**src/design/iralu_pkg.sv**
```systemverilog
// ----------------------------------------------------------------------------
// iralu_pkg: shared types and constants of the integer IR ALU
// Request/response structs, op codes, status codes, divider cell state.
// ----------------------------------------------------------------------------
`default_nettype none
package iralu_pkg;
   localparam int MAX_WIDTH = 64;
   localparam int ADDR_BITS = 16;
   localparam int WB        = 7;

   localparam logic [1:0] RT_BIN  = 2'd0;
   localparam logic [1:0] RT_CMP  = 2'd1;
   localparam logic [1:0] RT_CONV = 2'd2;

   localparam logic [3:0] OP_ADD  = 4'd0;
   localparam logic [3:0] OP_SUB  = 4'd1;
   localparam logic [3:0] OP_MUL  = 4'd2;
   localparam logic [3:0] OP_SDIV = 4'd3;
   localparam logic [3:0] OP_SREM = 4'd4;
   localparam logic [3:0] OP_UDIV = 4'd5;
   localparam logic [3:0] OP_UREM = 4'd6;
   localparam logic [3:0] OP_AND  = 4'd7;
   localparam logic [3:0] OP_OR   = 4'd8;
   localparam logic [3:0] OP_XOR  = 4'd9;
   localparam logic [3:0] OP_SHL  = 4'd10;
   localparam logic [3:0] OP_ASHR = 4'd11;
   localparam logic [3:0] OP_LSHR = 4'd12;

   localparam logic [3:0] CMP_EQ  = 4'd0;
   localparam logic [3:0] CMP_NE  = 4'd1;
   localparam logic [3:0] CMP_SGE = 4'd2;
   localparam logic [3:0] CMP_SGT = 4'd3;
   localparam logic [3:0] CMP_SLE = 4'd4;
   localparam logic [3:0] CMP_SLT = 4'd5;
   localparam logic [3:0] CMP_UGE = 4'd6;
   localparam logic [3:0] CMP_UGT = 4'd7;
   localparam logic [3:0] CMP_ULE = 4'd8;
   localparam logic [3:0] CMP_ULT = 4'd9;

   localparam logic [3:0] CV_ZEXT  = 4'd0;
   localparam logic [3:0] CV_SEXT  = 4'd1;
   localparam logic [3:0] CV_TRUNC = 4'd2;

   localparam logic [1:0] ST_OK   = 2'd0;
   localparam logic [1:0] ST_DIV0 = 2'd1;
   localparam logic [1:0] ST_BAD  = 2'd2;

   typedef struct packed {
      logic [1:0]           req_type;
      logic [3:0]           op;
      logic [WB-1:0]        operand_width;
      logic [63:0]          operand_a;
      logic [63:0]          operand_b;
      logic [WB-1:0]        target_width;
      logic [ADDR_BITS-1:0] dest_addr;
   } req_type_type;

   typedef struct packed {
      logic [63:0]          result_value;
      logic [WB-1:0]        result_width;
      logic [ADDR_BITS-1:0] store_addr;
      logic [1:0]           status;
   } rsp_type;

   // item travelling down the divider chain
   typedef struct packed {
      logic        vld;
      logic        is_div;    // take quotient
      logic        neg;       // negate final value
      logic [63:0] quo;       // dividend bits shifting out, quotient bits in
      logic [63:0] rem;
      logic [63:0] dsr;
      logic [63:0] mask;
      rsp_type     rsp;       // prepared response (div/rem value filled at end)
   } div_cell_type;

   function automatic logic [63:0] wmask(input logic [WB-1:0] w);
      logic [63:0] m;
      m = '1;
      if (w < WB'(64)) m = ~({64{1'b1}} << w);
      return m;
   endfunction

   function automatic logic [63:0] sext(input logic [63:0] v, input logic [WB-1:0] w);
      logic [63:0] m;
      logic [63:0] r;
      m = wmask(w);
      r = v & m;
      if (w != '0 && r[w[5:0] - 6'd1] && w < WB'(64)) r = r | ~m;
      return r;
   endfunction
endpackage
`default_nettype wire

```
**src/design/iralu_div_cell.sv**
```systemverilog
// ----------------------------------------------------------------------------
// iralu_div_cell: one restoring-division step
// Produces one quotient bit and hands the item to the next cell.
// ----------------------------------------------------------------------------
`default_nettype none
module iralu_div_cell (
   input  wire logic                    clock,
   input  wire logic                    reset,
   input  wire iralu_pkg::div_cell_type cell_in,
   output      iralu_pkg::div_cell_type cell_out
);
   import iralu_pkg::*;

   div_cell_type cell_ff, cell_in_c;
   logic [64:0]  trial;
   logic [64:0]  diff;

   always_comb begin
      cell_in_c = cell_in;
      trial     = {cell_in.rem, cell_in.quo[63]};
      diff      = trial - {1'b0, cell_in.dsr};
      if (!diff[64]) begin
         cell_in_c.rem = diff[63:0];
         cell_in_c.quo = {cell_in.quo[62:0], 1'b1};
      end else begin
         cell_in_c.rem = trial[63:0];
         cell_in_c.quo = {cell_in.quo[62:0], 1'b0};
      end
   end

   always_ff @(posedge clock) begin
      if (reset) cell_ff.vld <= 1'b0;
      else       cell_ff.vld <= cell_in_c.vld;
      cell_ff.is_div <= cell_in_c.is_div;
      cell_ff.neg    <= cell_in_c.neg;
      cell_ff.quo    <= cell_in_c.quo;
      cell_ff.rem    <= cell_in_c.rem;
      cell_ff.dsr    <= cell_in_c.dsr;
      cell_ff.mask   <= cell_in_c.mask;
      cell_ff.rsp    <= cell_in_c.rsp;
   end

   assign cell_out = cell_ff;
endmodule
`default_nettype wire

```
**config.mk**
```make
export PLATFORM = sky130hd
export DESIGN_NAME = iralu_div_cell
export DESIGN_NICKNAME = d
export VERILOG_FILES = /design/src/design/iralu_pkg.sv /design/src/design/iralu_div_cell.sv
export SDC_FILE = /design/constraint.sdc
export NUM_CORES = 1
export LEC_CHECK = 0
export BUFFER_PORTS_ARGS = -buffer_cell sky130_fd_sc_hd__clkbuf_2
export CAP_MARGIN = 10
export CORE_AREA = 2 2 269 271
export DETAILED_ROUTE_END_ITERATION = 16
export DIE_AREA = 0 0 271 273
export SLEW_MARGIN = 10
export SYNTH_ARGS = -nofsm -noshare
export SYNTH_HDL_FRONTEND = slang
export SYNTH_SLANG_ARGS = --single-unit
```
**constraint.sdc**
```tcl
create_clock -name clock -period 5.1 [get_ports clock]
set_clock_uncertainty 0.15 [all_clocks]
set_input_delay 0.51 -clock clock [delete_from_list [all_inputs] [get_ports clock]]
set_output_delay 0.51 -clock clock [all_outputs]
set_load 0.01 [all_outputs]
```
==> flow_summary.ini, run 1 <==
[power_and_ir_drop]
leakage_nw = 10.3
p_per_area_mw_per_mm2 = 362
peakVddDrop_mv = 0.235
internal_power_mw = 5.41
p_sw_share_pct = 29.2
clkPwrFrac_pct = 39.1
finalPower_mw = 7.65
pwr-share-comb_pct = 21.3
switchingPower_mw = 2.23
p_seq_share_pct = 39.6

[routing]
drt-pass1-iter-count = 5
drt_iter0_drc = 562
routed_wl_um = 70400
vias_per_cell = 3.84
route.detailed.drc = 0
avgRoutedWirePerCell_um = 22.6
antenna_left = 0
vias = 12000

[floorplanning]
num_io_pins = 698
die-area_sq_mm = 0.0740
core_area_sq_mm = 0.0710
die_y_um = 273
start_util_pct = 17.1
dieWidth_um = 271
rows = 98

[global_route]
grt_pass1_wl_um = 94200
gr-total-overflow = 0
antenna_found_initial = 27
grt_pass1_vias = 12600
grt_max_degree = 52
grt_usage_pct = 18.2

[clocking]
clock-sinks = 348
cts_resized = 0
path_clk_slew_ns = 0.06
clk_path_buf_depth = 3
cts_setup_buffers = 0
cts_hold_buf = 305
root_buffer = clkbuf_16
htree_levels = 2
cts_inserted_buffers = 43
cts_tree = built

[sta]
maxSlewHeadroom_pct = 28.7
finalCritPeriodShare_pct = 88.6
finalHoldViolations = 0
finalSetupTns_ns = 0
setup_violations = 0
worst_slew_pin_slew_ns = 1.06
fin_ws_ns = 0.580
rsz0062_at_grt = no
period_minus_slack_ns = 4.52
clock.fmax_mhz = 221
slew_violations = 0

[worst_setup_path]
cpMaxStageDelayCell = dlygate4sd3_1
crit_fanout = 51
worstSetupPathType = in -> reg
cp-end-kind = register
crit_buf_inv = 3
startpoint = cell_in[153]
crit_arrival_ns = 4.82
path_delay_family = compound AO/OA/AOI/OAI gates
path_cells = dlygate4sd3_1 > clkbuf_2 > ha_1 > fa_1 > nand2b_1 > a21oi_1 > o21ai_0 > a211oi_2 > o21ai_1 > a211o_1 > and3_4 > or2_1 > inv_12 > mux2_4
slowest_delay_ns = 0.53
startpoint_type = primary input
critPathRequiredTime_ns = 5.40

[hold_path]
hp-start = cell_in[268]
worstHoldPathType = in -> reg

[placement]
pre_cts_slack_ns = 0.450
hpwlAfterDp_um = 58200
io_buffers = 697
gp_congestion = 0.913

[yosys]
synth_edf_count = 0
ys_async_sr_fraction_pct = 0
synthCells = 1093
synthFlopType = dfxtp_1
yosysSeqAreaShare_pct = 57.4
synthDistinctLibCells = 62
syn_avg_cell_area_sq_um = 11.1
ys_warn_count = 0
synth.cell_area_sq_mm = 0.0121
synthesis.nets = 1508
synth-seq-cells = 348

[status]
status = finished clean

[layout]
area_growth_pct = 73.9
largest_register_ff_count = 348
nets = 2532
finalCoreUtilization_pct = 29.8
drive_gt1_share_pct = 38.8

[flow_run]
cap_viol_max_count = 0
## power by group through the flow
stage	Clock, mW	Sequential, mW	Combinational [mW]
2_1_floorplan	0	3.19	0.634
3_3_place_gp	0	3.08	1.43
3_5_place_dp	0	3.08	1.43
4_1_cts	3.10	3.03	1.66
5_1_grt	3.20	3.04	1.75
6_report	2.99	3.02	1.63
## layout make-up
cell class / count / area [sq um]
diodes: 17 / 42.5
clock buffers: 57 / 1200
clock inverters: 18 / 153
fillers: 7408 / 49900
inverters: 85 / 332
multi-input cells: 627 / 4630
flip-flops and latches: 348 / 6970
well taps: 950 / 1190
repair buffers: 1012 / 6620
## cells by family after synthesis
group	count (synthesis)	synth area share, %
adders and majority gates	65	6.76
DFF	348	57.4
buffers and inverters	118	4.55
xor gates and xnor gates	57	4.11
and+or+nand+nor	188	7.31
AOI/OAI and AO/OA	267	13.8
muxes	50	6.15
## path summary, 6_finish.rpt
path | endpoint | slack (ns) | cells after the start
max | cell_out[256]$_DFF_P_ | 0.58 | 14
min | cell_out[269]$_DFF_P_ | 0.04 | 2
## routing by layer
| metal | vias to the layer above | GRT usage [%] | part of all wire, % |
|---|---|---|---|
| met3 | 112 | 7.38 | 9.2 |
| met1 | 5486 | 19.8 | 39 |
| met5 | - | 0 | 0.11 |
| met2 | 491 | 30.7 | 47 |
| li1 | 5849 | - | - |
| met4 | 14 | 8.69 | 5.1 |
## placed cells by master (no fill, tap or decap), types with 10 or more instances in the layout
master and n:
a21oi_1 87, a21o_1 27, xor2_1 16, o21ai_0 52
o21a_1 10, a31oi_1 11, o21bai_1 16, nand4_1 20
nor2_1 40, buf_4 10, inv_1 84, ha_1 64
nand2_1 72, xnor2_1 41, clkbuf_2 697, diode_2 17
mux2_4 49, dfxtp_1 348, dlygate4sd3_1 305, nor3_1 15
clkbuf_16 44
## cell usage after synthesis, drive strengths merged, types with 2 or more instances
cell | instances | area (sq um)
nand2b | 7 | 43.8
a21boi | 3 | 22.5
a21oi | 88 | 444
a221oi | 4 | 35.0
o31ai | 7 | 52.6
nand3 | 9 | 45.0
nor3 | 15 | 75.1
a211oi | 8 | 65.1
nor2b | 8 | 50.1
nand4 | 21 | 138
or3 | 3 | 18.8
o211ai | 5 | 37.5
a2111oi | 2 | 18.8
o21bai | 16 | 120
a21o | 27 | 203
o21a | 10 | 75.1
a211o | 6 | 52.6
inv | 85 | 332
xnor2 | 41 | 359
o2111ai | 2 | 17.5
and3 | 5 | 41.3
o21ai | 61 | 305
ha | 64 | 801
dfxtp | 348 | 6970
mux2 | 50 | 747
o311ai | 2 | 17.5
nand2 | 72 | 270
a31oi | 11 | 68.8
xor2 | 16 | 140
clkbuf | 21 | 80.1
o21ba | 2 | 20.0
nor2 | 40 | 150
o221ai | 3 | 26.3
buf | 12 | 141
and2 | 3 | 18.8
## metrics by stage
step | hold WS [ns] | cells | area [sq um]
global placement | 0.462 | 2717 | 16700
CTS | 0.00177 | 3097 | 21100
detailed placement | 0.464 | 2717 | 16700
floorplan | 0.388 | 1093 | 12100
global route | 0.00914 | 3107 | 21100
finish | 0.0370 | 3114 | 21100
Note: power is estimated with default switching activity, not from simulation.
==> inputs of run 2 (changes only) <==
--- a/config.mk
+++ b/config.mk
@@ -10,6 +10,7 @@
 export CORE_AREA = 2 2 269 271
 export DETAILED_ROUTE_END_ITERATION = 16
 export DIE_AREA = 0 0 271 273
+export RECOVER_POWER = 50
 export SLEW_MARGIN = 10
 export SYNTH_ARGS = -nofsm -noshare
 export SYNTH_HDL_FRONTEND = slang
==> run 2 against run 1 <==
Global-route usage did not move. Sequential cell count stayed put. Worst hold slack barely moved. Critical path depth unchanged.
==> flow_summary.ini, run 2 (synthesis results as in run 1) <==
[layout]
fin_cells = 3114
multiInputGateArea_sq_mm = 0.00463
area_growth_pct = 72.6
nets = 2532
drive_gt1_share_pct = 32.8
mostFrequentLayoutCell = clkbuf_2
largest_register_ff_count = 348
final-seq-area_sq_mm = 0.00697
fin_area_sq_mm = 0.0210
fillers = 7475
final_cell_mix = 568 x clkbuf_2, 348 x dfxtp_1, 305 x dlygate4sd3_1, 136 x clkbuf_1, 87 x a21oi_1

[power_and_ir_drop]
peakVddDrop_mv = 0.235
finalPower_mw = 7.63
leakage_nw = 9.89
p_per_area_mw_per_mm2 = 364

[clocking]
cts_inserted_buffers = 43
htree_levels = 2
clk_path_buf_depth = 3
path_clk_slew_ns = 0.06
root_buffer = clkbuf_16
cts_setup_buffers = 0
clock-sinks = 348
cts_tree = built
cts_resized = 0
cts_hold_buf = 305

[routing]
route.detailed.drc = 0
drt_iter0_drc = 569
drt-pass1-iter-count = 5
routed_wl_um = 70400
antenna_left = 0
avgRoutedWirePerCell_um = 22.6
vias = 12000
vias_per_cell = 3.86

[global_route]
grt_usage_pct = 18.2
grt_pass1_vias = 12600
antenna_found_initial = 27
grt_max_degree = 52
grt_pass1_wl_um = 94200
gr-total-overflow = 0

[sta]
slew_violations = 0
worst_slew_pin_slew_ns = 1.06
rsz0062_at_grt = no
finalSetupTns_ns = 0
finalCritPeriodShare_pct = 90.0
period_minus_slack_ns = 4.59
clock.fmax_mhz = 218
finalHoldViolations = 0
maxSlewHeadroom_pct = 28.5
setup_violations = 0

[worst_setup_path]
crit_arrival_ns = 4.89
worstSetupPathType = in -> reg
path_cells = dlygate4sd3_1 > clkbuf_1 > ha_1 > fa_1 > nand2b_1 > a21oi_1 > o21ai_0 > a211oi_2 > o21ai_1 > a211o_1 > and3_4 > or2_1 > inv_12 > mux2_4
crit_fanout = 51
startpoint_type = primary input
slowest_delay_ns = 0.53
crit_buf_inv = 3
path_delay_family = compound AO/OA/AOI/OAI gates
cp-end-kind = register
cpMaxStageDelayCell = dlygate4sd3_1
critPathRequiredTime_ns = 5.40

[floorplanning]
rows = 98
start_util_pct = 17.1
core_area_sq_mm = 0.0710
die-area_sq_mm = 0.0740
num_io_pins = 698
die_y_um = 273
dieWidth_um = 271

[placement]
hpwlAfterDp_um = 58200
dp_cells = 2717
io_buffers = 697
gp_congestion = 0.913
dpl-instance-area_sq_mm = 0.0167

[flow_run]
cap_viol_max_count = 0

[hold_path]
worstHoldPathType = in -> reg

[status]
status = finished clean
-- run 2: cell types whose count changed in the layout (fill, tap and decap cells not counted), sizes merged --
| cell | before | now |
|---|---|---|
| buf | 10 | 11 |
| clkbuf | 754 | 753 |
-- run 2: final timing paths --
check	slack, ns	start	to	cells after the start
worst max-delay path	0.51	cell_in[153]	cell_out[256]$_DFF_P_	14
worst min-delay path	0.04	cell_in[278]	cell_out[279]$_DFF_P_	2
-- run 2: area by class of cell --
cell class / instances / share of cell area, %
antenna: 17 / 0.203
clock buffer: 57 / 5.72
clock inverter: 18 / 0.728
inverter: 85 / 1.58
multi-input combinational: 627 / 22.1
sequential: 348 / 33.2
tap: 950 / 5.67
timing repair buffer: 1012 / 30.8
-- run 2: per-layer routing --
layer  track usage, %  routed length (um)  share of wire, %
met4             8.69                3660               5.2
met5                0                  80              0.11
met2             30.7               33000                47
met1             19.8               27100                39
met3             7.38                6510               9.2
-- run 2: metrics by stage --
step	worst slack, ns	hold WS (ns)	utilization (%)
global route	0.273	0.00914	29.5
finish	0.512	0.0372	29.5
CTS	0.506	0.00177	29.7
global placement	0.505	0.462	23.5
detailed placement	0.450	0.464	23.5
floorplan	1.48	0.388	-
-- run 2: report_power, final --
part	switching, mW	internal [mW]
Sequential	0.0720	2.95
Combinational	0.879	0.735
Clock	1.28	1.71
==> inputs of run 3 (changes only) <==
--- a/config.mk
+++ b/config.mk
@@ -7,9 +7,12 @@
 export LEC_CHECK = 0
 export BUFFER_PORTS_ARGS = -buffer_cell sky130_fd_sc_hd__clkbuf_2
 export CAP_MARGIN = 10
-export CORE_AREA = 2 2 269 271
+export CELL_PAD_IN_SITES_DETAIL_PLACEMENT = 2
+export CELL_PAD_IN_SITES_GLOBAL_PLACEMENT = 2
+export CORE_AREA = 2 2 272 274
 export DETAILED_ROUTE_END_ITERATION = 16
-export DIE_AREA = 0 0 271 273
+export DIE_AREA = 0 0 274 276
+export PLACE_DENSITY_LB_ADDON = 0.1
 export RECOVER_POWER = 50
 export SLEW_MARGIN = 10
 export SYNTH_ARGS = -nofsm -noshare
==> run 3 against run 2 <==
Via count rose by 0.95%. Largest cell class unchanged. Highest routed layer unchanged. Worst hold slack got worse by 0.0021 ns. Maximum frequency rose by 3.3%. First-iteration DRC count down 54%.
==> flow_summary.ini, run 3 (synthesis results as in run 1) <==
[sta]
clock.fmax_mhz = 225
finalHoldViolations = 0
rsz0062_at_grt = no
maxSlewHeadroom_pct = 30.3
setup_violations = 0
finalCritPeriodShare_pct = 87.1
finalSetupTns_ns = 0
slew_violations = 0
worst_slew_pin_slew_ns = 1.03
period_minus_slack_ns = 4.44

[status]
status = finished clean

[power_and_ir_drop]
leakage_nw = 9.88
finalPower_mw = 7.64
p_per_area_mw_per_mm2 = 365
peakVddDrop_mv = 0.208

[global_route]
grt_usage_pct = 17.9
grt_pass1_wl_um = 99400
grt_pass1_vias = 13800
antenna_found_initial = 10
gr-total-overflow = 0
grt_max_degree = 52

[routing]
antenna_left = 0
route.detailed.drc = 0
drt_iter0_drc = 262
wl_met1_um = 26700
routed_wl_um = 69800
avgRoutedWirePerCell_um = 22.5
route.met3.wl_um = 5970
vias = 12100
drt-pass1-iter-count = 4
vias_per_cell = 3.91
routed.top_layer = met5
wl_met2_um = 35400

[hold_path]
holdPathStages = 3
worstHoldPathType = in -> reg

[worst_setup_path]
critPathRequiredTime_ns = 5.40
cp-end-kind = register
crit_arrival_ns = 4.74
worstSetupPathType = in -> reg
startpoint_type = primary input
crit_fanout = 51

[layout]
drive_gt1_share_pct = 32.8
final_cell_mix = 566 x clkbuf_2, 348 x dfxtp_1, 304 x dlygate4sd3_1, 135 x clkbuf_1, 87 x a21oi_1
nets = 2528
largest_register_ff_count = 348
fin_cells = 3109
area_growth_pct = 72.4
fin_area_sq_mm = 0.0209
finalCoreUtilization_pct = 28.8
mostFrequentLayoutCell = clkbuf_2

[floorplanning]
dieWidth_um = 274
core_area_sq_mm = 0.0726
rows = 99
die-area_sq_mm = 0.0756
die_y_um = 276
num_io_pins = 698
start_util_pct = 16.7

[clocking]
htree_levels = 2
path_clk_slew_ns = 0.06
root_buffer = clkbuf_16
cts_resized = 0
cts_inserted_buffers = 43
clk_path_buf_depth = 3
cts_tree = built
clock-sinks = 348

[placement]
dpl-instance-area_sq_mm = 0.0167
gp_congestion = 0.836
io_buffers = 697
dp_cells = 2723
hpwlAfterDp_um = 55800

[flow_run]
cap_viol_max_count = 0
run 3: changes by cell type in the layout (fill, tap and decap cells not counted), sizes merged:
cell / delta
buf: -3
bufinv: -1
clkbuf: +2
diode: -11
dlygate4sd3: -1
run 3: per-layer routing:
layer	vias to the layer above	track usage, %
met2	388	32.6
met1	5863	19.6
met3	83	6.18
li1	5807	-
met4	6	4.56
met5	-	0
run 3: worst paths after layout:
kind | from | end | slack, ns
worst min-delay path | cell_in[265] | cell_out[266]$_DFF_P_ | 0.04
worst max-delay path | cell_in[162] | cell_out[256]$_DFF_P_ | 0.66
run 3: where the power goes:
group          switching [mW]  internal, mW
Combinational           0.868         0.733
Sequential             0.0728          2.95
Clock                    1.29          1.72
run 3: repair_timing:
action,4_1_cts,5_1_grt
setup buffers,0,0
hold endpoints to repair,303,0
hold buffers,304,0
run 3: cell type report:
class / count / area, sq um
antenna: 6 / 15.0
clock buffer: 59 / 1250
clock inverter: 17 / 130
fill: 8261 / 51700
inverter: 85 / 332
multi-input combinational: 627 / 4630
sequential: 348 / 6970
tap: 959 / 1200
timing repair buffer: 1008 / 6420
run 3: worst max-delay path, stage by stage:
cell and delay (ns):
dlygate4sd3_1 0.54, clkbuf_2 0.11, inv_1 0.04, ha_1 0.36
a21oi_1 0.27, o21ai_0 0.20, a2111oi_1 0.78, a211oi_2 0.19
o21ai_1 0.27, a211o_1 0.20, and3_4 0.33, or2_1 0.32
inv_12 0.18, mux2_4 0.37
run 3: per-stage QoR:
stage | hold WS, ns | worst slack, ns
2_1_floorplan | 0.388 | 1.48
3_3_place_gp | 0.463 | 0.535
3_5_place_dp | 0.464 | 0.495
4_1_cts | 0.000222 | 0.553
5_1_grt | 0.0143 | 0.198
6_report | 0.0350 | 0.660
